### src/sv/jsu_pkg.sv
// Shared types, codes and helper functions for the JSON string unescaper.
package jsu_pkg;

    // Result status codes
    typedef enum logic [2:0] {
        ST_BUSY   = 3'd0,
        ST_DONE   = 3'd1,
        ST_MISSQ  = 3'd2,
        ST_BADESC = 3'd3,
        ST_BADHEX = 3'd4,
        ST_BADSUR = 3'd5,
        ST_CTRL   = 3'd6
    } status_t;

    // Decoder phase, one-hot
    typedef enum logic [5:0] {
        PH_NORMAL   = 6'b000001,
        PH_ESC      = 6'b000010,
        PH_HEX1     = 6'b000100,
        PH_WANT_BSL = 6'b001000,
        PH_WANT_U   = 6'b010000,
        PH_HEX2     = 6'b100000
    } phase_t;

    // Character codes
    localparam logic [7:0] CH_NUL   = 8'h00;
    localparam logic [7:0] CH_QUOTE = 8'h22;
    localparam logic [7:0] CH_SLASH = 8'h2F;
    localparam logic [7:0] CH_BSL   = 8'h5C;
    localparam logic [7:0] CH_B     = 8'h62;
    localparam logic [7:0] CH_F     = 8'h66;
    localparam logic [7:0] CH_N     = 8'h6E;
    localparam logic [7:0] CH_R     = 8'h72;
    localparam logic [7:0] CH_T     = 8'h74;
    localparam logic [7:0] CH_U     = 8'h75;
    localparam logic [7:0] CH_SPACE = 8'h20;

    // Surrogate bounds
    localparam logic [15:0] HI_SUR_MIN = 16'hD800;
    localparam logic [15:0] HI_SUR_MAX = 16'hDBFF;
    localparam logic [15:0] LO_SUR_MIN = 16'hDC00;
    localparam logic [15:0] LO_SUR_MAX = 16'hDFFF;
    localparam logic [20:0] SUPP_BASE  = 21'h10000;

    // Decoder state carried between items
    typedef struct packed {
        phase_t      phase;
        logic [1:0]  digits;   // hex digits already seen in the current unit
        logic [11:0] accum;    // first three hex digits of a unit
        logic [9:0]  high;     // payload bits of a stored high surrogate
    } dec_state_t;

    // All result items caused by one input item
    typedef struct packed {
        logic [3:0][7:0] bytes;
        logic [1:0]      last_idx;
        logic            valid;
        status_t         status;
    } bundle_t;

    // Decode one hex digit: {bad, value}
    function automatic logic [4:0] hex_digit(input logic [7:0] c);
        logic [4:0] r;
        r = 5'b10000;
        if (c >= 8'h30 && c <= 8'h39) begin
            r = {1'b0, 4'(c - 8'h30)};
        end else if (c >= 8'h61 && c <= 8'h66) begin
            r = {1'b0, 4'(c - 8'h57)};
        end else if (c >= 8'h41 && c <= 8'h46) begin
            r = {1'b0, 4'(c - 8'h37)};
        end
        return r;
    endfunction

    // Encode a code point as one to four UTF-8 bytes
    function automatic bundle_t utf8_encode(input logic [20:0] u);
        bundle_t b;
        b = '0;
        b.valid  = 1'b1;
        b.status = ST_BUSY;
        if (u <= 21'h7F) begin
            b.bytes[0] = u[7:0];
            b.last_idx = 2'd0;
        end else if (u <= 21'h7FF) begin
            b.bytes[0] = {3'b110, u[10:6]};
            b.bytes[1] = {2'b10, u[5:0]};
            b.last_idx = 2'd1;
        end else if (u <= 21'hFFFF) begin
            b.bytes[0] = {4'b1110, u[15:12]};
            b.bytes[1] = {2'b10, u[11:6]};
            b.bytes[2] = {2'b10, u[5:0]};
            b.last_idx = 2'd2;
        end else begin
            b.bytes[0] = {5'b11110, u[20:18]};
            b.bytes[1] = {2'b10, u[17:12]};
            b.bytes[2] = {2'b10, u[11:6]};
            b.bytes[3] = {2'b10, u[5:0]};
            b.last_idx = 2'd3;
        end
        return b;
    endfunction

endpackage

### src/sv/jsu_decode.sv
// Per-byte decode: next decoder state and the result bundle for one input byte.
module jsu_decode (
    input  logic [7:0]          in_byte,
    input  jsu_pkg::dec_state_t state_in,
    output jsu_pkg::dec_state_t state_out,
    output jsu_pkg::bundle_t    bundle
);

    jsu_pkg::dec_state_t idle_state;
    jsu_pkg::bundle_t    consumed;
    logic [4:0]          hd;
    logic [15:0]         unit;

    // Shared pieces
    always_comb begin
        idle_state        = '0;
        idle_state.phase  = jsu_pkg::PH_NORMAL;
        consumed          = '0;
        consumed.status   = jsu_pkg::ST_BUSY;
        hd                = jsu_pkg::hex_digit(in_byte);
        unit              = {state_in.accum, hd[3:0]};
    end

    // Decode by phase
    always_comb begin
        state_out = state_in;
        bundle    = consumed;
        case (state_in.phase)
            jsu_pkg::PH_ESC: begin
                state_out = idle_state;
                bundle.valid = 1'b1;
                case (in_byte)
                    jsu_pkg::CH_QUOTE: bundle.bytes[0] = jsu_pkg::CH_QUOTE;
                    jsu_pkg::CH_BSL:   bundle.bytes[0] = jsu_pkg::CH_BSL;
                    jsu_pkg::CH_SLASH: bundle.bytes[0] = jsu_pkg::CH_SLASH;
                    jsu_pkg::CH_B:     bundle.bytes[0] = 8'h08;
                    jsu_pkg::CH_F:     bundle.bytes[0] = 8'h0C;
                    jsu_pkg::CH_N:     bundle.bytes[0] = 8'h0A;
                    jsu_pkg::CH_R:     bundle.bytes[0] = 8'h0D;
                    jsu_pkg::CH_T:     bundle.bytes[0] = 8'h09;
                    jsu_pkg::CH_U: begin
                        bundle          = consumed;
                        state_out.phase = jsu_pkg::PH_HEX1;
                        state_out.accum = '0;
                    end
                    default: begin
                        bundle        = consumed;
                        bundle.status = jsu_pkg::ST_BADESC;
                    end
                endcase
            end
            jsu_pkg::PH_HEX1, jsu_pkg::PH_HEX2: begin
                if (hd[4]) begin
                    // not a hex digit
                    state_out     = idle_state;
                    bundle.status = jsu_pkg::ST_BADHEX;
                end else if (state_in.digits != 2'd3) begin
                    // gather one more digit
                    state_out.digits = state_in.digits + 2'd1;
                    state_out.accum  = unit[11:0];
                end else if (state_in.phase == jsu_pkg::PH_HEX1) begin
                    if (unit >= jsu_pkg::HI_SUR_MIN && unit <= jsu_pkg::HI_SUR_MAX) begin
                        // hold the high surrogate, wait for the low one
                        state_out       = idle_state;
                        state_out.phase = jsu_pkg::PH_WANT_BSL;
                        state_out.high  = unit[9:0];
                    end else begin
                        state_out = idle_state;
                        bundle    = jsu_pkg::utf8_encode({5'd0, unit});
                    end
                end else begin
                    state_out = idle_state;
                    if (unit < jsu_pkg::LO_SUR_MIN || unit > jsu_pkg::LO_SUR_MAX) begin
                        bundle.status = jsu_pkg::ST_BADSUR;
                    end else begin
                        bundle = jsu_pkg::utf8_encode(
                            {1'b0, state_in.high, unit[9:0]} + jsu_pkg::SUPP_BASE);
                    end
                end
            end
            jsu_pkg::PH_WANT_BSL: begin
                if (in_byte != jsu_pkg::CH_BSL) begin
                    state_out     = idle_state;
                    bundle.status = jsu_pkg::ST_BADSUR;
                end else begin
                    state_out.phase = jsu_pkg::PH_WANT_U;
                end
            end
            jsu_pkg::PH_WANT_U: begin
                if (in_byte != jsu_pkg::CH_U) begin
                    state_out     = idle_state;
                    bundle.status = jsu_pkg::ST_BADSUR;
                end else begin
                    state_out.phase  = jsu_pkg::PH_HEX2;
                    state_out.digits = 2'd0;
                    state_out.accum  = '0;
                end
            end
            default: begin
                // normal characters
                state_out = idle_state;
                if (in_byte == jsu_pkg::CH_QUOTE) begin
                    bundle.status = jsu_pkg::ST_DONE;
                end else if (in_byte == jsu_pkg::CH_NUL) begin
                    bundle.status = jsu_pkg::ST_MISSQ;
                end else if (in_byte == jsu_pkg::CH_BSL) begin
                    state_out.phase = jsu_pkg::PH_ESC;
                end else if (in_byte < jsu_pkg::CH_SPACE) begin
                    bundle.status = jsu_pkg::ST_CTRL;
                end else begin
                    bundle.valid    = 1'b1;
                    bundle.bytes[0] = in_byte;
                end
            end
        endcase
    end

endmodule

### src/sv/json_string_unescape_utf8_unit.sv
// Top level of the JSON string unescaper with UTF-8 output.
//
// Input channel (s_): one raw byte of a JSON string body per item, the
// opening quote already stripped. A zero byte marks end of text.
// Result channel (m_): one output byte per item. m_tuser[0] flags a decoded
// byte, m_tuser[3:1] gives the status (busy, done or an error code), and
// m_tlast marks the final result item caused by one input byte. Every input
// byte gives at least one result item; a decoded character gives one to
// four, a consumed escape byte, a done or an error gives one with flag low.
// Latency: the first result of a byte appears on the cycle after it is
// accepted. Throughput: one input byte per cycle while each gives one result
// and no stall; a byte with several results holds the output register,
// which sends one byte per cycle while m_tready is high. The next input byte
// is taken in the same cycle as the last result of the previous one leaves.
// Reset empties the output register and returns the decoder to normal
// characters. When the receiver stalls, the current result item holds and
// s_tready drops until its last result item is taken.
module json_string_unescape_utf8_unit (
    input  logic       aclk,
    input  logic       aresetn,
    input  logic       s_tvalid,
    output logic       s_tready,
    input  logic [7:0] s_tdata,   // [7:0] in_byte
    output logic       m_tvalid,
    input  logic       m_tready,
    output logic [7:0] m_tdata,   // [7:0] out_byte
    output logic [3:0] m_tuser,   // [0] out_valid, [3:1] status
    output logic       m_tlast
);

    jsu_pkg::dec_state_t state_reg, state_next;
    jsu_pkg::bundle_t    bundle_reg, bundle_next;
    jsu_pkg::bundle_t    dec_bundle;
    logic                bvalid_reg, bvalid_next;
    logic [1:0]          idx_reg, idx_next;
    logic                accept, take, drain_end;

    jsu_decode u_decode (
        .in_byte   (s_tdata),
        .state_in  (state_reg),
        .state_out (state_next),
        .bundle    (dec_bundle)
    );

    // Handshake
    assign take      = m_tvalid && m_tready;
    assign drain_end = take && (idx_reg == bundle_reg.last_idx);
    assign s_tready  = !bvalid_reg || drain_end;
    assign accept    = s_tvalid && s_tready;

    // Output register and byte index
    always_comb begin
        bundle_next = bundle_reg;
        bvalid_next = bvalid_reg;
        idx_next    = idx_reg;
        if (accept) begin
            bundle_next = dec_bundle;
            bvalid_next = 1'b1;
            idx_next    = 2'd0;
        end else if (drain_end) begin
            bvalid_next = 1'b0;
            idx_next    = 2'd0;
        end else if (take) begin
            idx_next = idx_reg + 2'd1;
        end
    end

    // Control and decoder state; advance the decoder on each accepted item
    always_ff @(posedge aclk) begin
        if (!aresetn) begin
            bvalid_reg <= 1'b0;
            idx_reg    <= 2'd0;
            state_reg  <= '{phase: jsu_pkg::PH_NORMAL, digits: 2'd0,
                            accum: 12'd0, high: 10'd0};
        end else begin
            bvalid_reg <= bvalid_next;
            idx_reg    <= idx_next;
            if (accept) begin
                state_reg <= state_next;
            end
        end
    end

    // Payload register
    always_ff @(posedge aclk) begin
        bundle_reg <= bundle_next;
    end

    // Drive the result channel
    assign m_tvalid = bvalid_reg;
    assign m_tdata  = bundle_reg.bytes[idx_reg];
    assign m_tuser  = {bundle_reg.status, bundle_reg.valid};
    assign m_tlast  = (idx_reg == bundle_reg.last_idx);

`ifndef SYNTHESIS
    // A status other than busy never carries a decoded byte
    a_status_no_byte: assert property (@(posedge aclk) disable iff (!aresetn)
        (m_tvalid && (m_tuser[3:1] != jsu_pkg::ST_BUSY)) |-> !m_tuser[0])
        else $error("status item carries a decoded byte");

    // Only decoded characters span more than one result item
    a_multi_is_byte: assert property (@(posedge aclk) disable iff (!aresetn)
        (m_tvalid && !m_tlast) |-> m_tuser[0])
        else $error("multi-item result without decoded byte");

    // An accepted item shows a result on the next cycle
    a_accept_result: assert property (@(posedge aclk) disable iff (!aresetn)
        accept |=> (m_tvalid && idx_reg == 2'd0))
        else $error("accepted item produced no result");

    // The byte index never runs past the last byte of the bundle
    a_idx_bound: assert property (@(posedge aclk) disable iff (!aresetn)
        m_tvalid |-> (idx_reg <= bundle_reg.last_idx))
        else $error("byte index past end of bundle");

    // A stalled multi-byte result advances only on a take
    a_idx_hold: assert property (@(posedge aclk) disable iff (!aresetn)
        (m_tvalid && !m_tready) |=> $stable(idx_reg))
        else $error("byte index moved while stalled");
`endif

endmodule

### config.mk
export PLATFORM = sky130hd
export DESIGN_NAME = json_string_unescape_utf8_unit
export DESIGN_NICKNAME = d
export VERILOG_FILES = /design/src/sv/jsu_pkg.sv /design/src/sv/jsu_decode.sv /design/src/sv/json_string_unescape_utf8_unit.sv
export SDC_FILE = /design/constraint.sdc
export NUM_CORES = 1
export LEC_CHECK = 0
export BUFFER_PORTS_ARGS = -buffer_cell sky130_fd_sc_hd__buf_2
export CAP_MARGIN = 25
export CELL_PAD_IN_SITES_DETAIL_PLACEMENT = 0
export CELL_PAD_IN_SITES_GLOBAL_PLACEMENT = 1
export CORE_ASPECT_RATIO = 1.4
export CORE_MARGIN = 5
export CORE_UTILIZATION = 41
export CTS_CLUSTER_DIAMETER = 150
export DETAILED_ROUTE_END_ITERATION = 7
export GPL_TIMING_DRIVEN = 1
export PLACE_DENSITY_LB_ADDON = 0.15
export SKIP_CTS_REPAIR_TIMING = 1
export SYNTH_ARGS = -nofsm -noshare
export SYNTH_HDL_FRONTEND = slang
export SYNTH_SLANG_ARGS = --single-unit
### constraint.sdc
create_clock -name aclk -period 3.74 [get_ports aclk]
set_clock_uncertainty 0.15 [all_clocks]
set_input_delay 0.187 -clock aclk [delete_from_list [all_inputs] [get_ports aclk]]
set_output_delay 0.187 -clock aclk [all_outputs]
set_load 0.05 [all_outputs]
# Yosys cells after proc, flatten, opt, wreduce, memory -nomap -nowiden
# Cells that the tools add are included.
# totals
ff_bits,71
latch_bits,0
ram_bits,0
rom_bits,0
in_bits,12
out_inout_bits,15
word_cells,143
memories,0
# op_classes
addsub,6
n_mul,0
div,0
magnitude_cmp,17
n_eq_ne,21
n_shift,0
muxes,64
n_bitwise,2
n_reduce_logical,20
# op_table
operator,count
two-way mux 26 bit,6
case mux 30 bit (4 select lines),1
two-way mux 38 bit,2
two-way mux 24 bit,3
equality test 8 x 7 -> 1 bit (second input constant),7
two-way mux 28 bit,2
two-way mux 8 bit,7
case mux 7 bit (8 select lines),1
two-way mux 10 bit,4
two-way mux 18 bit,2
two-way mux 35 bit,1
two-way mux 16 bit,2
two-way mux 30 bit,1
two-way mux 14 bit,2
two-way mux 3 bit,8
case mux 8 bit (3 select lines),1
adder 20 x 17 -> 21 bit (second input constant),1
less-or-equal comparator 21 x 11 -> 1 bit (second input constant),1
less-or-equal comparator 21 x 16 -> 1 bit (second input constant),1
less-or-equal comparator 21 x 7 -> 1 bit (second input constant),1
two-way mux 20 bit,1
two-way mux 5 bit,4
two-way mux 6 bit,3
binary-select mux 8 bit (select 2 bit),1
other kinds (45),67

# Logic depth before layout (Yosys ltp)
# logic_depth
ltp_word,18
depth_mapped,14
mapped_depth_nobuf,12

# Modules after synthesis
# A second synthesis with hierarchy kept.
# unflattened
hier_cells,555
hier_area_um2,5011.1
# modules_own_cells
mod,instances,cells_per_inst,area_each_um2,seq_area_each_um2
json_string_unescape_utf8_unit,1,208,2816.5,1801.7
jsu_decode,1,347,2194.6,0.0

# Worst setup path after synthesis
# No wires, ideal clock.
# synth_path
path_kind,reg2reg
startpoint,register idx_reg[1]
endpoint,register state_reg[12] (netlist bit)
setup_time_ps,65
arrival_time_ps,3962
required_time_ps,3525
path_slack_ps,-438
path_stages_with_launch,13
n_path_buf,3
period_less_slack_ps,4178
path_cell_list,dfxtp_1 -> clkbuf_1 -> xor2_1 -> nor2_1 -> a21boi_0 -> inv_1 -> and2_1 -> nand2b_1 -> clkbuf_1 -> nor2_1 -> clkbuf_1 -> a22oi_1 -> nor2b_1
# synth_between
elab_chain_len,5
# synth_rtl
item,line,rtl
"start, declared",json_string_unescape_utf8_unit.sv:35,"logic [1:0] idx_reg, idx_next;"
"start signal, assigned",json_string_unescape_utf8_unit.sv:77,idx_reg <= idx_next;
equality test 2 bit,--,
net m_tlast,json_string_unescape_utf8_unit.sv:28,output logic m_tlast
logical AND 1 bit,json_string_unescape_utf8_unit.sv:47,assign drain_end = take && (idx_reg == bundle_reg.last_idx);
logical OR 1 bit,json_string_unescape_utf8_unit.sv:48,assign s_tready = !bvalid_reg || drain_end;
net s_tready,json_string_unescape_utf8_unit.sv:22,"output logic s_tready,"
logical AND 1 bit,json_string_unescape_utf8_unit.sv:49,assign accept = s_tvalid && s_tready;
net accept,json_string_unescape_utf8_unit.sv:36,"logic accept, take, drain_end;"
AND reduction 2 bit (no source line),--,
"end signal, assigned",json_string_unescape_utf8_unit.sv:73,"state_reg <= '{phase: jsu_pkg::PH_NORMAL, digits: 2'd0,"
"end signal, assigned",json_string_unescape_utf8_unit.sv:79,state_reg <= state_next;
"end, declared",json_string_unescape_utf8_unit.sv:31,"jsu_pkg::dec_state_t state_reg, state_next;"
# The timed path passes the listed nets, and every way through them passes these cells.
# A chain may end at the register's enable or synchronous reset.

# Final worst setup path
# layout_path
startpoint,register state_reg[2] (netlist bit)
endpoint,register bundle_reg[27] (netlist bit) (data pin)
# layout_between
elab_chain_len,10
elab_cells_between_ends,12
classes_between,1 x add/sub; 3 x order compare; 8 x mux
# layout_rtl
item,line,rtl
adder 20 x 17 -> 21 bit *,jsu_decode.sv:77,"{1'b0, state_in.high, unit[9:0]} + jsu_pkg::SUPP_BASE);"
less-or-equal comparator 21 x 16 -> 1 bit,jsu_pkg.sv:88,end else if (u <= 21'hFFFF) begin
two-way mux 24 bit,jsu_pkg.sv:88,
two-way mux 26 bit,jsu_decode.sv:57,end else if (state_in.digits != 2'd3) begin
two-way mux 26 bit,jsu_decode.sv:53,if (hd[4]) begin
two-way mux 26 bit,jsu_decode.sv:28,case (state_in.phase)
two-way mux 16 bit,jsu_pkg.sv:84,end else if (u <= 21'h7FF) begin
two-way mux 24 bit *,jsu_pkg.sv:81,if (u <= 21'h7F) begin
two-way mux 35 bit *,jsu_decode.sv:73,if (unit < jsu_pkg::LO_SUR_MIN || unit > jsu_pkg::LO_SUR_MAX) begin
two-way mux 38 bit *,jsu_decode.sv:61,end else if (state_in.phase == jsu_pkg::PH_HEX1) begin
"end signal, assigned",json_string_unescape_utf8_unit.sv:86,bundle_reg <= bundle_next;
"end, declared",json_string_unescape_utf8_unit.sv:32,"jsu_pkg::bundle_t bundle_reg, bundle_next;"
# Every way passes the cells marked *; elsewhere a longest branch is shown, timed or not. The select of a mux whose other input is x is not followed.

==> impl.org <==
** Timing
- Measured against its own limit, the worst slew margin works out to 36.2%.
- Count of endpoints failing setup in the final report :: 0
- Subtracting the final worst setup slack from the clock period gives 3.32 ns.
- Final clock period utilization by the worst path :: 88.8%
- Setup slack on the critical path of the routed design comes to 0.420 ns.
- Pin slew with the least headroom to its limit :: 0.956 ns
- The max-slew violation count is 0.
- Static timing analysis puts the maximum clock frequency at 0.301 GHz.
- Summed negative setup slack over all endpoints :: 0 ns
- Setup repair after global routing left no endpoint under its margin.
- The hold violation total from the final report is 0.

** Setup path
- Dominant delay contributor by cell family on the critical path :: simple AND/OR/NAND/NOR gates
- Data arrives at the worst endpoint at 3.25 ns.
- On the critical path, the stage with the largest delay is an instance of sky130_fd_sc_hd__or4_1.
- Element type at the critical path end :: flop
- Crit path launch type :: flop
- Path type of the worst setup path :: reg2reg
- Ordered list of cells on the worst path :: or4_1 > nor4_1 > or3b_2 > or4_4 > nand3_4 > o32ai_2 > buf_4 > a32o_1
- The number of buffers and inverters on the critical path is 1.
- Crit path required time :: 3.67 ns
- Of all nets on the critical path, the largest fanout is 6.
- CP peak stage delay :: 0.58 ns

** GRT
- Total gr overflow :: 0
- Global-route total usage across every layer :: 21.5%
- Largest net degree at the start of global routing :: 35
- In the global route stage, met2 resource usage came out at 37.3%.
- The number of antenna violations at the first check in global routing was 0.
- Wire length of the first global-routing pass :: 21700 um
- Vias in the first global route :: 3846
- Global routing used 26.6% of the available met1 tracks.
- Global-route track usage on met3 :: 3.95%
- met2 is the most crowded layer.

** Route
- The first TritonRoute pass finished after 5 iterations.
- Summing over every cut layer, the via total after detailed routing is 3984.
- For this block, the initial DRC count from the detailed router was 298.
- The count of nets left with antenna violations once routing finished came out at 0.
- The final layout contains routed wiring with a total length of 13800 um.
- Post-route DRC :: 0
- DR vias/cell :: 6.04
- After detailed routing, the average wire length per cell comes to 20.9 um.

** Synthesis
- Distinct cell type count of the synthesized netlist :: 80
- The synthesized design devotes to its leading area cell type 23.1% of total area.
- Yosys synthesis warning count :: 0
- The most used flip-flop cell after synthesis is sky130_fd_sc_hd__edfxtp_1.
- For this run, the register share of the synthesized area comes to 38.1%.
- Of all cell types, the one taking the most synthesized area is sky130_fd_sc_hd__edfxtp_1.
- Async SR Flop Fraction :: 0%
- Counting flops with a built-in enable in the synthesized netlist gives 34.
- Synthesized instance count :: 485
- Main area contributors after synthesis :: sky130_fd_sc_hd__edfxtp_1, sky130_fd_sc_hd__dfxtp_1, sky130_fd_sc_hd__nor2_1
- The synthesized design contains 67 register bits.
- The mapped netlist covers 0.00441 mm^2.
- In this run the mean area of a mapped cell was 9.09 um^2.
- Synthesis produced a netlist with a net count of 504.

** Layout
- In the layout the commonest cells are sky130_fd_sc_hd__nor2_1, sky130_fd_sc_hd__nand2_1, sky130_fd_sc_hd__edfxtp_1.
- Number of fill cells in the layout :: 1012
- Synth-to-Final Area Change :: 14.9%
- In the final design database the tool counted 536 nets.
- Commonest non-fill, non-tap cell in the layout :: sky130_fd_sc_hd__nor2_1
- Antenna cell count :: 0
- In the final layout, the share of cells above drive strength 1 is 19.3%.

** Floorplan
- Area of the die :: 0.0130 mm^2
- The floorplan step set the die height to 133 um.
- The initial utilization of the core area, before any placement, comes to 42.2%.
- The total area inside the core boundary comes to 0.0105 mm^2.
- Std cell rows :: 44
- For this design the top-level I/O count stands at 27.
- Die X-Extent :: 97.7 um

** Worst hold path
- Hold WC Path Type :: in2reg

** Clock tree
- Clk sink count :: 67
- The clock tree synthesis step divided the H-tree into 3 levels.
- CTS tree :: done
- Clock slew at reported path FFs :: 0.05 ns
- Skew-Pair Late Insertion Delay :: 0.34 ns
- In this run, CTS created clock tree buffers numbering 9.
- Clock buffer depth :: 2
- The root buffer cell chosen for the clock tree is sky130_fd_sc_hd__clkbuf_16.

** Place
- Dpl ws :: 0.168 ns
- Half-perimeter wire length after placement :: 10500 um
- Total of buffers placed on input and output ports :: 26
- At the end of routability-driven placement, the weighted congestion stood at 0.942.

** Pwr
- The design draws 1840 uW.
- IR analysis of the VDD net gives a maximum drop of 205 uV.
- For this design the static power due to leakage is 0.00176 uW.
- Power per standard cell area :: 364 mW/mm^2

** Run status
- The flow ran to the end, and the final reports show no timing, DRC or antenna violations.

** Flow run
- The tool flagged a number of max-cap violations equal to 0.
## metal layers
layer | vias to the layer above | share of wire, %
met2 | 126 | 51
met1 | 1938 | 42
li1 | 1892 | -
met4 | 0 | 3.0
met3 | 28 | 4.7
met5 | - | 0
## synthesized netlist by cell type, types with 6 or more instances
master                      n
sky130_fd_sc_hd__a21boi_0   7
sky130_fd_sc_hd__a21oi_1   28
sky130_fd_sc_hd__a22oi_1   13
sky130_fd_sc_hd__and2_1     6
sky130_fd_sc_hd__clkbuf_1  24
sky130_fd_sc_hd__dfxtp_1   33
sky130_fd_sc_hd__edfxtp_1  34
sky130_fd_sc_hd__ha_1       7
sky130_fd_sc_hd__inv_1     10
sky130_fd_sc_hd__mux4_2     7
sky130_fd_sc_hd__nand2_1   36
sky130_fd_sc_hd__nand2b_1   8
sky130_fd_sc_hd__nand3_1   23
sky130_fd_sc_hd__nand4_1    6
sky130_fd_sc_hd__nor2_1    52
sky130_fd_sc_hd__nor2b_1   29
sky130_fd_sc_hd__nor3_1    15
sky130_fd_sc_hd__nor4_1     6
sky130_fd_sc_hd__o21ai_0   13
sky130_fd_sc_hd__o22ai_1    6
sky130_fd_sc_hd__xor2_1     6
## through the flow
stage | hold WS [ns] | area [um^2] | cells | util (%)
finish | 0.0174 | 5070 | 660 | 48.4
global route | 0.0353 | 5070 | 660 | 48.4
CTS | 0.00686 | 5070 | 660 | 48.4
detailed placement | 0.354 | 4760 | 644 | 45.5
global placement | 0.351 | 4760 | 644 | 45.5
floorplan | 0.161 | 4410 | 485 | -
## layout make-up
cell class                 instances  area, um^2  share of cell area (%)
multi-input combinational        374        2530                    49.9
timing repair buffer              53         333                    6.57
inverter                          12        45.0                   0.889
sequential                        67        1680                    33.2
tap                              138         173                    3.41
clock buffer                      16         304                    6.00
## cell families after synthesis
kind of cell / count (synthesis) / synth area share (%)
AO/OA/AOI/OAI: 127 / 21.8
XOR/XNOR: 7 / 1.39
AND/OR/NAND/NOR: 222 / 27.5
buffers and inverters: 44 / 4.60
multiplexers: 11 / 4.62
adder cells (fa/ha/maj): 7 / 1.99
flip-flops: 67 / 38.1
## worst paths after layout
kind | startpoint | endpoint | slack (ns) | depth (start not counted)
min reg2reg | state_reg[7]$_SDFFE_PN0P_ | state_reg[7]$_SDFFE_PN0P_ | 0.36 | 2
max reg2reg | state_reg[2]$_SDFFE_PN0P_ | bundle_reg[27]$_SDFFCE_PP0P_ | 0.42 | 8
max | state_reg[2]$_SDFFE_PN0P_ | bundle_reg[27]$_SDFFCE_PP0P_ | 0.42 | 8
min | s_tvalid | m_tvalid$_SDFFE_PN0P_ | 0.02 | 2
## report_power, final
| group | switching, uW | internal (uW) | total, uW |
|---|---|---|---|
| clock | 305 | 549 | 854 |
| combinational | 130 | 55.7 | 185 |
| sequential | 7.97 | 796 | 803 |
| total | 443 | 1400 | 1840 |
## worst reg2reg max path, cell delays in order (launching register included)
cell and delay [ns]:
sky130_fd_sc_hd__dfxtp_1 0.40, sky130_fd_sc_hd__or4_1 0.59, sky130_fd_sc_hd__nor4_1 0.23, sky130_fd_sc_hd__or3b_2 0.50, sky130_fd_sc_hd__or4_4 0.48, sky130_fd_sc_hd__nand3_4 0.15, sky130_fd_sc_hd__o32ai_2 0.12, sky130_fd_sc_hd__buf_4 0.21
sky130_fd_sc_hd__a32o_1 0.26
Note: power is estimated with default switching activity, not from simulation.
